--- config.mk ---
export PLATFORM = sky130hd
export DESIGN_NAME = morse_keyer_timing
export DESIGN_NICKNAME = d
export VERILOG_FILES = /design/src/rtl/mkt_pkg.sv /design/src/rtl/mkt_cfg_regs.sv /design/src/rtl/mkt_seq.sv /design/src/rtl/morse_keyer_timing.sv
export SDC_FILE = /design/constraint.sdc
export NUM_CORES = 1
export LEC_CHECK = 0
export CAP_MARGIN = 20
export CORE_MARGIN = 1.5
export CORE_UTILIZATION = 60
export CTS_CLUSTER_DIAMETER = 200
export DETAILED_ROUTE_END_ITERATION = 12
export DONT_BUFFER_PORTS = 1
export PLACE_DENSITY = 0.76
export SYNTH_ARGS = -nofsm -noshare
export SYNTH_HDL_FRONTEND = slang
export SYNTH_SLANG_ARGS = --single-unit
--- constraint.sdc ---
create_clock -name clk -period 2.1 [get_ports clk]
set_input_delay 0 -clock clk [delete_from_list [all_inputs] [get_ports clk]]
set_output_delay 0 -clock clk [all_outputs]
set_load 0.03 [all_outputs]
--- src/rtl/mkt_pkg.sv ---
`timescale 1ns / 1ps
package mkt_pkg;

	localparam int DurW = 16;
	localparam int CharW = 8;
	localparam int SymMax = 4;
	localparam int LenW = 3;
	localparam int IdxW = 4;

	localparam logic [IdxW-1:0] REG_DOT = 4'd0;
	localparam logic [IdxW-1:0] REG_DASH = 4'd1;
	localparam logic [IdxW-1:0] REG_SYM_GAP = 4'd2;
	localparam logic [IdxW-1:0] REG_WORD_GAP = 4'd3;

	localparam logic [DurW-1:0] DOT_RST = 16'd300;
	localparam logic [DurW-1:0] DASH_RST = 16'd900;
	localparam logic [DurW-1:0] SYM_GAP_RST = 16'd1000;
	localparam logic [DurW-1:0] WORD_GAP_RST = 16'd2700;

	localparam logic [CharW-1:0] CH_SPACE = 8'h20;
	localparam logic [CharW-1:0] CH_UPPER_A = 8'h41;
	localparam logic [CharW-1:0] CH_UPPER_Z = 8'h5A;
	localparam logic [CharW-1:0] CH_LOWER_A = 8'h61;
	localparam logic [CharW-1:0] CH_LOWER_Z = 8'h7A;

	typedef struct packed {
		logic [DurW-1:0] dot;
		logic [DurW-1:0] dash;
		logic [DurW-1:0] sym_gap;
		logic [DurW-1:0] word_gap;
	} cfg_t;

	typedef struct packed {
		logic [LenW-1:0]   len;
		logic [SymMax-1:0] pat;
	} code_t;

	function automatic code_t letter_code(input logic [4:0] idx);
		code_t c;
		logic [SymMax-1:0] raw;
		c.len = 3'd1;
		raw = 4'h0;
		unique case (idx)
			5'd0:  begin c.len = 3'd2; raw = 4'h1; end
			5'd1:  begin c.len = 3'd4; raw = 4'h8; end
			5'd2:  begin c.len = 3'd4; raw = 4'hA; end
			5'd3:  begin c.len = 3'd3; raw = 4'h4; end
			5'd4:  begin c.len = 3'd1; raw = 4'h0; end
			5'd5:  begin c.len = 3'd4; raw = 4'h2; end
			5'd6:  begin c.len = 3'd3; raw = 4'h6; end
			5'd7:  begin c.len = 3'd4; raw = 4'h0; end
			5'd8:  begin c.len = 3'd2; raw = 4'h0; end
			5'd9:  begin c.len = 3'd4; raw = 4'h7; end
			5'd10: begin c.len = 3'd3; raw = 4'h5; end
			5'd11: begin c.len = 3'd4; raw = 4'h4; end
			5'd12: begin c.len = 3'd2; raw = 4'h3; end
			5'd13: begin c.len = 3'd2; raw = 4'h2; end
			5'd14: begin c.len = 3'd3; raw = 4'h7; end
			5'd15: begin c.len = 3'd4; raw = 4'h6; end
			5'd16: begin c.len = 3'd4; raw = 4'hD; end
			5'd17: begin c.len = 3'd3; raw = 4'h2; end
			5'd18: begin c.len = 3'd3; raw = 4'h0; end
			5'd19: begin c.len = 3'd1; raw = 4'h1; end
			5'd20: begin c.len = 3'd3; raw = 4'h1; end
			5'd21: begin c.len = 3'd4; raw = 4'h1; end
			5'd22: begin c.len = 3'd3; raw = 4'h3; end
			5'd23: begin c.len = 3'd4; raw = 4'h9; end
			5'd24: begin c.len = 3'd4; raw = 4'hB; end
			5'd25: begin c.len = 3'd4; raw = 4'hC; end
			default: begin c.len = 3'd1; raw = 4'h0; end
		endcase
		// left-align so the first symbol sits in the top bit
		c.pat = raw << (3'd4 - c.len);
		return c;
	endfunction

endpackage

--- src/rtl/mkt_cfg_regs.sv ---
`timescale 1ns / 1ps
module mkt_cfg_regs (
	input  logic                     clk,
	input  logic                     arst_n,
	input  logic                     wr_en,
	input  logic [mkt_pkg::IdxW-1:0] wr_index,
	input  logic [mkt_pkg::DurW-1:0] wr_data,
	output mkt_pkg::cfg_t            cfg
);
	import mkt_pkg::*;

	cfg_t cfg_q;

	always_ff @(posedge clk or negedge arst_n) begin
		if (!arst_n) begin
			cfg_q.dot <= DOT_RST;
			cfg_q.dash <= DASH_RST;
			cfg_q.sym_gap <= SYM_GAP_RST;
			cfg_q.word_gap <= WORD_GAP_RST;
		end else if (wr_en) begin
			unique case (wr_index)
				REG_DOT:      cfg_q.dot <= wr_data;
				REG_DASH:     cfg_q.dash <= wr_data;
				REG_SYM_GAP:  cfg_q.sym_gap <= wr_data;
				REG_WORD_GAP: cfg_q.word_gap <= wr_data;
				default: ;
			endcase
		end
	end

	assign cfg = cfg_q;

endmodule

--- src/rtl/mkt_seq.sv ---
`timescale 1ns / 1ps
module mkt_seq (
	input  logic                      clk,
	input  logic                      arst_n,
	input  logic                      start,
	input  logic [mkt_pkg::CharW-1:0] character,
	input  mkt_pkg::cfg_t             cfg,
	output logic                      busy,
	output logic                      strobe,
	output logic                      tone_on,
	output logic [mkt_pkg::DurW-1:0]  duration_ms,
	output logic                      last
);
	import mkt_pkg::*;

	typedef enum logic [3:0] {
		ST_IDLE = 4'b0001,
		ST_TONE = 4'b0010,
		ST_GAP  = 4'b0100,
		ST_WORD = 4'b1000
	} state_t;

	state_t            state_q;
	logic [SymMax-1:0] pat_q;
	logic [LenW-1:0]   rem_q;
	logic              strobe_q;
	logic              tone_q;
	logic [DurW-1:0]   dur_q;
	logic              last_q;

	logic              accept;
	logic              is_space;
	logic              is_upper;
	logic              is_lower;
	logic [CharW-1:0]  offset;
	logic [4:0]        idx;
	code_t             code;
	logic [DurW-1:0]   dur_sel;
	logic              last_sym;

	assign accept = start && (state_q == ST_IDLE);
	assign is_space = (character == CH_SPACE);
	assign is_upper = (character >= CH_UPPER_A) && (character <= CH_UPPER_Z);
	assign is_lower = (character >= CH_LOWER_A) && (character <= CH_LOWER_Z);
	assign offset = is_upper ? (character - CH_UPPER_A) : (character - CH_LOWER_A);
	assign idx = offset[4:0];
	assign code = letter_code(idx);
	assign last_sym = (rem_q == LenW'(1));

	// shared duration select
	always_comb begin
		unique case (state_q)
			ST_TONE: dur_sel = pat_q[SymMax-1] ? cfg.dash : cfg.dot;
			ST_GAP:  dur_sel = cfg.sym_gap;
			ST_WORD: dur_sel = cfg.word_gap;
			default: dur_sel = cfg.word_gap;
		endcase
	end

	always_ff @(posedge clk or negedge arst_n) begin
		if (!arst_n) begin
			state_q <= ST_IDLE;
			strobe_q <= 1'b0;
			rem_q <= '0;
		end else begin
			strobe_q <= (state_q != ST_IDLE);
			unique case (state_q)
				ST_IDLE: begin
					if (accept && is_space) begin
						state_q <= ST_WORD;
					end else if (accept && (is_upper || is_lower)) begin
						state_q <= ST_TONE;
						rem_q <= code.len;
					end
				end
				ST_TONE: state_q <= ST_GAP;
				ST_GAP: begin
					rem_q <= rem_q - LenW'(1);
					state_q <= last_sym ? ST_IDLE : ST_TONE;
				end
				ST_WORD: state_q <= ST_IDLE;
				default: state_q <= ST_IDLE;
			endcase
		end
	end

	always_ff @(posedge clk) begin
		if (state_q == ST_IDLE) begin
			pat_q <= code.pat;
		end else if (state_q == ST_GAP) begin
			pat_q <= pat_q << 1;
		end
		tone_q <= (state_q == ST_TONE);
		dur_q <= dur_sel;
		last_q <= (state_q == ST_WORD) || ((state_q == ST_GAP) && last_sym);
	end

	assign busy = (state_q != ST_IDLE);
	assign strobe = strobe_q;
	assign tone_on = tone_q;
	assign duration_ms = dur_q;
	assign last = last_q;

endmodule

--- src/rtl/morse_keyer_timing.sv ---
`timescale 1ns / 1ps
// Morse keyer timing: turns one character byte into its keying schedule.
// Command channel: raise start with character; the item is taken at an edge
// where start is high and busy is low. Letters of either case and space are
// acted on; any other byte is taken and gives no result.
// Result channel: each interval appears on tone_on, duration_ms and last for
// one cycle, marked by strobe; last flags the final interval of a character.
// The receiver cannot hold results off.
// Results: the first result is registered from the state entered when the item
// is taken, then one result per cycle. A letter of n symbols gives 2n results;
// a space gives one result.
// One duration select and one symbol counter step through the letter, so a
// character gives at most eight results.
// Configuration: registers 0..3 (dot, dash, symbol gap, word gap, in ms) are
// written through cfg_valid/cfg_ready with cfg_index and cfg_data; ready is
// always high, indexes beyond 3 are dropped. Write only while idle.
// Reset: asynchronous, active low; returns to idle with durations 300, 900,
// 1000 and 2700 ms.
module morse_keyer_timing (
	input  logic                      clk,
	input  logic                      arst_n,
	input  logic                      start,
	output logic                      busy,
	input  logic [mkt_pkg::CharW-1:0] character,
	output logic                      strobe,
	output logic                      tone_on,
	output logic [mkt_pkg::DurW-1:0]  duration_ms,
	output logic                      last,
	input  logic                      cfg_valid,
	output logic                      cfg_ready,
	input  logic [mkt_pkg::IdxW-1:0]  cfg_index,
	input  logic [mkt_pkg::DurW-1:0]  cfg_data
);
	import mkt_pkg::*;

	cfg_t cfg;

	assign cfg_ready = 1'b1;

	mkt_cfg_regs u_cfg (
		.clk      (clk),
		.arst_n   (arst_n),
		.wr_en    (cfg_valid && cfg_ready),
		.wr_index (cfg_index),
		.wr_data  (cfg_data),
		.cfg      (cfg)
	);

	mkt_seq u_seq (
		.clk         (clk),
		.arst_n      (arst_n),
		.start       (start),
		.character   (character),
		.cfg         (cfg),
		.busy        (busy),
		.strobe      (strobe),
		.tone_on     (tone_on),
		.duration_ms (duration_ms),
		.last        (last)
	);

endmodule

# --- Yosys cells after proc, flatten, opt, wreduce, memory -nomap -nowiden ---
# Memories as Yosys holds them, arrays and structs flattened.
# Cells that the tools add are included.
op_classes:
  add_sub_neg: 4
  order_cmp: 4
  n_eq_ne: 13
  n_shift: 1
  muxes: 12
  n_reduce_logical: 15
op_table:
  columns: ["op", "count"]
  rows:
  - ["$pmux W16 S2", 1]
  - ["$ge A8 B7 Y1 const B", 2]
  - ["$le A8 B7 Y1 const B", 2]
  - ["$mux W16", 1]
  - ["$mux W4", 4]
  - ["$eq A4 B2 Y1 const B", 3]
  - ["$pmux W4 S3", 1]
  - ["$sub A5 B1 Y5 const B", 2]
  - ["$eq A4 B1 Y1 const B", 2]
  - ["$eq A8 B6 Y1 const B", 1]
  - ["$reduce_and A2 Y1", 4]
  - ["$logic_and A1 B1 Y1", 6]
  - ["$mux W3", 2]
  - ["$pmux W3 S2", 1]
  - ["$mux W5", 1]
  - ["$eq A4 B3 Y1 const B", 1]
  - ["$eq A4 B4 Y1 const B", 1]
  - ["$logic_not A4 Y1", 1]
  - ["$ne A2 B2 Y1 const B", 2]
  - ["$ne A4 B1 Y1 const B", 1]
  - ["$shl A4 B3 Y4", 1]
  - ["$eq A3 B1 Y1 const B", 1]
  - ["$ne A3 B3 Y1 const B", 1]
  - ["$reduce_and A3 Y1", 1]
  - ["other kinds (5)", 6]
totals:
  regBits: 94
  romBits: 224
  in_bits: 32
  elab_cells: 61
  mem_count: 1
mem_list:
  columns: ["name", "words", "word_bits", "rd", "rd_ports_with_merged_regs", "wr", "line_no", "rtl"]
  rows:
  - ["(no name shown)", 32, 7, 1, 0, 0, "mkt_pkg.sv:43", "unique case (idx)"]

# --- Longest topological paths before layout ---
# Gate-level depths: netlist of run 1.
depth:
  word_depth: 7
  ltp_mapped: 15
  ltp_nobuf: 11

# --- By module ---
# Synthesis of run 1 repeated with hierarchy kept, for this count alone.
unflattened:
  cells_unflattened: 422
  area_unflattened_um2: 4872.2
by_module_without_submodules:
  columns: ["mod", "n_inst", "cells_each", "area_each_um2"]
  rows:
  - ["mkt_cfg_regs", 1, 139, 2474.9]
  - ["mkt_seq", 1, 281, 2386.0]
  - ["morse_keyer_timing", 1, 2, 11.3]

# --- Worst setup path before layout of run 1 ---
# OpenSTA, ideal clock, no wires.
synth_path:
  path_type: "input-to-reg"
  from: "input character[0] in the netlist's numbering"
  to: "register u_seq.pat_q[3], data pin"
  setup_ps: 263
  arrival_time_ps: 2252
  required_ps: 1837
  path_slack_ps: -416
  cell_stages: 14
  n_path_buf: 3
  cell_sequence: "buf_6 > buf_2 > inv_1 > ha_1 > buf_4 > inv_1 > a22o_1 > a21oi_2 > o41ai_4 > ha_1 > inv_1 > nor2_1 > a32oi_1 > o31ai_1"
synth_between:
  elab_chain_cells: 7
  elab_cells_between_ends: 10
synth_rtl:
  columns: ["element", "line_no", "rtl"]
  rows:
  - ["start, declared", "morse_keyer_timing.sv:24", "input logic [mkt_pkg::CharW-1:0] character,"]
  - ["$ge A8 B7 Y1 or $le A8 B7 Y1 (tied branches)", "mkt_seq.sv:43", "assign is_upper = (character >= CH_UPPER_A) && (character <= CH_UPPER_Z);"]
  - ["$logic_and A1 B1 Y1", "mkt_seq.sv:43", null]
  - ["$mux W5 (*)", "mkt_seq.sv:45", "assign offset = is_upper ? (character - CH_UPPER_A) : (character - CH_LOWER_A);"]
  - ["$mem_v2 Z32 W7 (*)", null, null]
  - ["$sub A3 B3 Y3", "mkt_pkg.sv:73", "c.pat = raw << (3'd4 - c.len);"]
  - ["$shl A4 B3 Y4 (*)", "mkt_pkg.sv:73", null]
  - ["$mux W4 (*)", "mkt_seq.sv:88", "if (state_q == ST_IDLE) begin"]
  - ["end signal, assigned", "mkt_seq.sv:89", "pat_q <= code.pat;"]
  - ["end signal, assigned", "mkt_seq.sv:91", "pat_q <= pat_q << 1;"]
  - ["end, declared", "mkt_seq.sv:24", "logic [SymMax-1:0] pat_q;"]
# Mark *: on every way between the ends. The rest lies on a longest branch, timed or not.
# A chain may end at the register's enable or synchronous reset.

# --- Final worst setup path of run 1 ---
layout_path:
  from: "register u_seq.state_q[0]"
  to: "register u_seq.rem_q[0]"
layout_between:
  elab_chain_cells: 5
  elab_cells_between_ends: 10
layout_rtl:
  columns: ["element", "line_no", "rtl"]
  rows:
  - ["start, declared", "mkt_seq.sv:23", "state_t state_q;"]
  - ["start signal, assigned", "mkt_seq.sv:79", "state_q <= last_sym ? ST_IDLE : ST_TONE;"]
  - ["$eq A4 B1 Y1", "mkt_seq.sv:41, mkt_seq.sv:67", null]
  - ["$logic_and A1 B1 Y1", "mkt_seq.sv:41", "assign accept = start && (state_q == ST_IDLE);"]
  - ["$logic_and A1 B1 Y1 (on tied branches)", "mkt_seq.sv:69, mkt_seq.sv:71", null]
  - ["$ne A2 B2 Y1 (no line)", null, null]
  - ["$reduce_and A3 Y1 (no line)", null, null]
  - ["end signal, assigned", "mkt_seq.sv:73", "rem_q <= code.len;"]
  - ["end signal, assigned", "mkt_seq.sv:78", "rem_q <= rem_q - LenW'(1);"]
  - ["end, declared", "mkt_seq.sv:25", "logic [LenW-1:0] rem_q;"]
# Several ways; a longest one is shown, not always the timed one.

==> results of run 1 <==
## cell usage in the layout (no fill, tap or decap), types with 2 or more instances in the layout
cell / count
and2_1: 2
dlygate4sd3_1: 19
nor3_1: 5
nor3b_1: 2
clkbuf_8: 9
o21a_1: 2
nor2b_1: 7
inv_8: 3
dfstp_2: 20
inv_1: 11
nand2b_1: 8
o21ai_1: 3
xor2_1: 2
inv_2: 2
a31oi_1: 7
o21bai_1: 2
o31a_1: 2
o22ai_1: 3
dfrtp_1: 52
clkinv_4: 2
o221ai_1: 2
nor2_1: 34
edfxtp_1: 4
a22o_1: 2
a221o_1: 16
ha_1: 9
a32oi_1: 2
nand3_1: 11
mux2_2: 67
nand2_1: 15
clkinvlp_4: 2
mux2i_1: 18
dfxtp_1: 18
a211oi_1: 3
a21oi_1: 16
o31ai_1: 4
a2bb2oi_1: 2
o21ai_0: 10
xnor2_1: 4
buf_4: 26
## synthesized netlist by cell type, drive strengths merged, types with 2 or more instances
| cell type | n |
|---|---|
| a21boi | 2 |
| o22ai | 3 |
| nor3b | 3 |
| xor2 | 3 |
| clkbuf | 12 |
| inv | 15 |
| a211oi | 3 |
| dfstp | 20 |
| dfrtp | 52 |
| nand2b | 8 |
| nor2 | 34 |
| o41ai | 2 |
| o21a | 2 |
| o21ai | 14 |
| nor3 | 7 |
| xnor2 | 5 |
| mux2i | 18 |
| a22o | 2 |
| buf | 14 |
| a21oi | 17 |
| a221o | 16 |
| ha | 10 |
| a32oi | 2 |
| edfxtp | 4 |
| mux2 | 68 |
| a2bb2oi | 2 |
| a31oi | 7 |
| nand3 | 11 |
| and2 | 3 |
| o31a | 2 |
| o31ai | 4 |
| nor4b | 2 |
| o221ai | 2 |
| nor2b | 7 |
| dfxtp | 18 |
| nand2 | 15 |
| o21bai | 2 |
## layout make-up
type / count / area share (%)
clock inverter: 7 / 1.37
clock buffer: 9 / 2.25
timing repair buffer: 46 / 7.52
sequential: 94 / 42.0
multi-input combinational: 290 / 43.4
tap: 102 / 2.32
inverter: 15 / 1.18
## per-stage QoR
step / cell area (µm²) / setup slack (ps) / utilization [%] / instances
global placement: 5080 / 14.0 / 65.4 / 527
detailed placement: 5080 / -53.8 / 65.4 / 527
CTS: 5490 / 148 / 70.7 / 563
finish: 5490 / 183 / 70.7 / 563
floorplan: 4910 / -210 / - / 425
global route: 5490 / 3.41 / 70.7 / 563
## critical path, delay by kind of cell (launching register included)
family,cells,cell delay (ps)
DFF,1,590
and+or+nand+nor,4,890
AOI/OAI and AO/OA,2,320
## routing by layer
| layer | vias to the layer above | share of wire [%] | track usage (%) |
|---|---|---|---|
| met2 | 104 | 49 | 43.4 |
| li1 | 1613 | - | - |
| met5 | - | 0 | 0 |
| met3 | 24 | 4.4 | 4.23 |
| met1 | 1727 | 43 | 33.0 |
| met4 | 0 | 2.8 | 10.9 |
## path summary, 6_finish.rpt
path                                         to  cells past startpoint  slack (ps)
setup reg to reg                 u_seq.rem_q[0]                      6         180
min in group asynchronous         u_cfg.cfg[12]                      2         140
setup / recovery                 u_seq.rem_q[0]                      6         180
max in group asynchronous         u_cfg.cfg[34]                      2        1600
hold reg to reg            u_seq.duration_ms[1]                      1         490
hold / removal                 u_seq.state_q[3]                      4          10
## power breakdown
| group | internal (mW) | leakage, nW | switching [mW] |
|---|---|---|---|
| clock network | 0.469 | 0.0981 | 0.731 |
| logic | 0.833 | 1.16 | 0.792 |
| registers | 2.44 | 1.04 | 0.572 |
| total | 3.74 | 2.30 | 2.10 |
## kinds of logic (layout without fill, tap and decap cells)
family	count (synthesis)	count (layout)
XOR/XNOR	8	8
multiplexers	86	86
AO/OA/AOI/OAI	88	88
other	1	1
adder cells (fa/ha/maj)	11	11
buffers and inverters	41	77
flip-flops	94	94
AND/OR/NAND/NOR	96	96
## registers in the layout, summed over array words and instances (netlist names)
signal,cells
u_cfg.cfg,64
u_seq.duration_ms,16
u_seq.last,1
u_seq.pat_q,4
u_seq.rem_q,3
u_seq.state_q,4
u_seq.strobe,1
u_seq.tone_on,1
==> impl_metrics.py, run 1 <==
metrics = {
    "outcome": {
        "status": "completed",
    },
    "sta": {
        "clock.fmax_mhz": 522,
        "hold_ws_ps": 12.1,
        "setup_tns_ps": 0,
        "fin_crit_sh_pct": 91.3,
        "tightest_slew_ps": 776,
        "relSlewSlack_pct": 48.2,
        "slew_viol_final": 0,
        "hold_viol": 0,
        "finalClockSkew_ps": 14.4,
        "final.min_clock_period_ps": 1920,
        "finalSetupViolCount": 0,
        "rsz0062_at_grt": "no",
    },
    "synthesis": {
        "syn_nets": 467,
        "synth-xor-area-share_pct": 1.75,
        "synthTopCellsByArea": "dfrtp_1 27%, mux2_2 16%, dfstp_2 11%, dfxtp_1 7.4%, mux2i_1 3.7%",
        "synth_top_family_by_area": "multiplexers",
        "synth_mux_area_share_pct": 19.5,
        "yosysWarningCount": 0,
        "synthSimpleGateAreaFrac_pct": 10.7,
        "syn_area_mm2": 0.00486,
        "synth_top_area_share_pct": 26.8,
        "synth_compound_area_share_pct": 13.7,
        "synth_cell_type_count": 67,
        "async_flop_share_pct": 76.6,
        "yosysSeqAreaShare_pct": 47.5,
        "synthAdderAreaFrac_pct": 2.78,
        "synth.ff_latch_count": 94,
        "synth.avg_cell_area_um2": 11.4,
        "synthFlopType": "dfrtp_1",
        "synth_cells": 425,
        "synth_edf_count": 4,
        "yosysTopAreaCell": "dfrtp_1",
    },
    "power_and_ir_drop": {
        "finalPower_mw": 5.84,
        "p_per_area_mw_per_mm2": 1060,
        "p_leak_nw": 2.30,
        "ir_worst_vdd_v": 0.000708,
    },
    "clocking": {
        "cts_resized": 0,
        "cts.sinks": 94,
        "htree_levels": 3,
        "postCtsSetupBuffers": 0,
        "cts_buffers": 9,
        "cts_tree": "yes",
        "path_clk_slew_ps": 100,
        "clock_latency_ps": 370,
        "hold_buffers": 20,
        "clock_path_buffers": 2,
        "root_buffer": "clkbuf_8",
    },
    "global_routing": {
        "grt_usage_pct": 25.8,
        "grt_max_degree": 73,
        "grt_antenna_before_repair": 0,
        "grt.overflow.total": 0,
        "first_global_vias": 3544,
        "grt_first_pass_wirelength_um": 17300,
    },
    "detailed_routing": {
        "dr.pass1.iters": 4,
        "wl_per_cell_um": 18.3,
        "drc": 0,
        "ant_nets": 0,
        "drtIter0Drc": 129,
        "wl_um": 10300,
        "vias_per_cell": 6.16,
        "via_count": 3468,
    },
    "floorplan": {
        "die-area_mm2": 0.00865,
        "die_y_um": 93.0,
        "die_w_um": 93.0,
        "initial_core_util_pct": 62.6,
        "io-pin-count": 53,
        "design.core.area_mm2": 0.00777,
        "row_count": 32,
    },
    "min_path": {
        "min_from": "character[4]",
        "hp-class": "in2reg",
    },
    "layout": {
        "diodes": 0,
        "drive_gt1_share_pct": 32.1,
        "register_area_mm2": 0.00231,
        "area_growth_syn_to_layout_pct": 13.0,
        "fin_nets": 498,
        "nFillCells": 570,
        "multi_input_area_mm2": 0.00238,
    },
    "critical_path": {
        "cp.required_ps": 2360,
        "startpoint": "u_seq.state_q[0]",
        "startpoint_type": "register",
        "max_stage_delay_ps": 590,
        "worst-path-max-fanout": 5,
        "r2r-start": "u_seq.state_q[0]",
        "crit_chain": "nor4b_4 -> nand4_1 -> nand2_1 -> a21oi_1 -> nor2b_1 -> o31a_1",
        "critical_path_arrival_ps": 2180,
        "critPathKind": "reg2reg",
        "end_kind": "register",
        "slowest_stage": "dfstp_2",
    },
    "placement": {
        "port_buffers": 0,
        "place_congestion": 0.935,
        "dp.final_hpwl_um": 6830,
    },
    "job": {
        "maxCapViolations": 0,
    },
}
Power figures use the tool's default switching activity.
==> inputs of run 2 (changes only) <==
- PLACE_DENSITY: 0.76 -> 0.82
==> run 2 against run 1 <==
Sequential cell count unchanged; fmax down 2.8%; worst hold slack better by 10 ps; global-route usage up 0.77 points; wire length up 3.4%; worst setup slack worse by 55 ps; largest power group unchanged.
==> impl_metrics.py, run 2 (synthesis gave the netlist of run 1 again) <==
metrics = {
    "floorplan": {
        "initial_core_util_pct": 62.6,
        "die_w_um": 93.0,
        "io-pin-count": 53,
        "die-area_mm2": 0.00865,
        "design.core.area_mm2": 0.00777,
        "die_y_um": 93.0,
        "row_count": 32,
    },
    "global_routing": {
        "grt_antenna_before_repair": 0,
        "first_global_vias": 3488,
        "grt_first_pass_wirelength_um": 17500,
        "grt_max_degree": 73,
        "grt.overflow.total": 0,
        "grt_usage_pct": 26.5,
    },
    "layout": {
        "drive_gt1_share_pct": 31.5,
        "final_cell_area_mm2": 0.00551,
        "fin_nets": 497,
        "final_cells": 562,
        "area_growth_syn_to_layout_pct": 13.2,
        "final_common_cell": "mux2_2",
        "final_cell_mix": "67 x mux2_2, 52 x dfrtp_1, 34 x nor2_1, 21 x dlygate4sd3_1, 21 x buf_4",
        "largest_reg_flops": 64,
        "final_util_pct": 70.9,
        "diodes": 0,
    },
    "min_path": {
        "holdPathEnd": "u_seq.state_q[0]",
        "holdPathStages": 4,
        "min_from": "character[7]",
        "hp-class": "in2reg",
    },
    "critical_path": {
        "cp.required_ps": 2290,
        "reg2regPathDepth": 5,
        "end_kind": "register",
        "max_stage_delay_ps": 400,
        "startpoint_type": "input port",
        "worst-path-max-fanout": 21,
        "cp_num_cells": 9,
        "worst-r2r-setup-slack_ps": 270,
        "slowest_stage": "mux2_1",
        "cp.buffers_inverters": 2,
        "r2r-start": "u_seq.state_q[1]",
        "reg2reg_to": "u_seq.rem_q[1]",
        "cp_top_family": "multiplexers",
        "critPathKind": "in2reg",
        "crit_chain": "clkinvlp_4 -> ha_4 -> buf_4 -> xnor2_1 -> mux2_1 -> o221ai_1 -> o22ai_1 -> mux2_2 -> o31ai_1",
        "critical_path_arrival_ps": 2160,
    },
    "detailed_routing": {
        "vias_per_cell": 6.11,
        "ant_nets": 0,
        "wl_per_cell_um": 18.9,
        "via_count": 3435,
        "dr.pass1.iters": 5,
        "drtIter0Drc": 247,
        "wl_um": 10600,
        "drc": 0,
    },
    "placement": {
        "pre_cts_ws_ps": -207,
        "place_congestion": 0.939,
        "placed_area_mm2": 0.00505,
        "dp.final_hpwl_um": 7100,
        "placed_cells_incl_taps": 522,
        "port_buffers": 0,
    },
    "clocking": {
        "htree_levels": 3,
        "path_clk_slew_ps": 100,
        "cts_buffers": 9,
        "cts.sinks": 94,
        "clock_latency_ps": 370,
        "clock_path_buffers": 2,
        "cts_tree": "yes",
        "root_buffer": "clkbuf_8",
    },
    "job": {
        "maxCapViolations": 0,
    },
    "sta": {
        "clock.fmax_mhz": 507,
        "hold_ws_ps": 22.3,
        "relSlewSlack_pct": 50.0,
        "fin_crit_sh_pct": 93.9,
        "tightest_slew_ps": 748,
        "hold_viol": 0,
        "finalSetupViolCount": 0,
        "rsz0062_at_grt": "no",
        "setup_slack_ps": 127,
        "slew_viol_final": 0,
        "final.min_clock_period_ps": 1970,
        "finalClockSkew_ps": 10.4,
        "setup_tns_ps": 0,
    },
    "outcome": {
        "status": "completed",
    },
    "power_and_ir_drop": {
        "p_leak_nw": 2.30,
        "ir_worst_vdd_v": 0.000708,
        "p_per_area_mw_per_mm2": 1050,
        "finalPower_mw": 5.80,
    },
}
[run 2: cell count changes in the layout (fill, tap and decap cells not counted)]
cell	change
dlygate4sd3_1	+2
clkinv_2	+1
inv_8	-2
clkinv_4	-1
a21oi_2	+1
dlymetal6s4s_1	+1
inv_6	+3
clkinvlp_4	-1
buf_12	+1
a21oi_1	-1
buf_4	-5
[run 2: timing repair]
item | CTS | global route
hold endpoints to repair | 138 | 0
setup endpoints to repair | 0 | 2
resized for setup | 0 | 2
hold buffers | 23 | 0
setup buffers | 0 | 1
[run 2: routing by layer]
layer	vias up	GRT usage (%)	part of all wire [%]	wire length (µm)
met4	0	8.08	1.0	111
met2	106	42.8	50	5280
met3	9	6.18	5.4	569
li1	1613	-	-	-
met5	-	0	0	0
met1	1707	35.7	44	4670
[run 2: worst min-delay path: cells and delay by family]
kind / cells / cell delay [ps]
AND/OR/NAND/NOR: 3 / 280
AO/OA/AOI/OAI: 1 / 80
[run 2: power by group]
part           leakage [nW]  total [mW]  switching [mW]  internal [mW]
Clock                0.0993        1.15           0.689          0.461
Combinational          1.16        1.64           0.820          0.820
Sequential             1.04        3.01           0.576           2.44
Total                  2.30        5.80            2.09           3.72
[run 2: final cells by class]
type / count / area [µm²]
multi-input combinational: 290 / 2390
sequential: 94 / 2310
clock buffer: 9 / 124
tap: 102 / 128
inverter: 15 / 65.1
timing repair buffer: 45 / 428
clock inverter: 7 / 67.6
fill: 563 / 2260
[run 2: worst max-delay path by stage]
| stage | from | end | slack, ps |
|---|---|---|---|
| 2_1_floorplan | character[0] | u_seq.pat_q[3] | -210 |
| 3_3_place_gp | character[1] | u_seq.pat_q[3] | -160 |
| 3_5_place_dp | character[1] | u_seq.pat_q[3] | -210 |
| 4_1_cts | character[6] | u_seq.state_q[1] | 20 |
| 5_1_grt | character[1] | u_seq.pat_q[3] | 20 |
| 6_report | character[1] | u_seq.pat_q[3] | 130 |
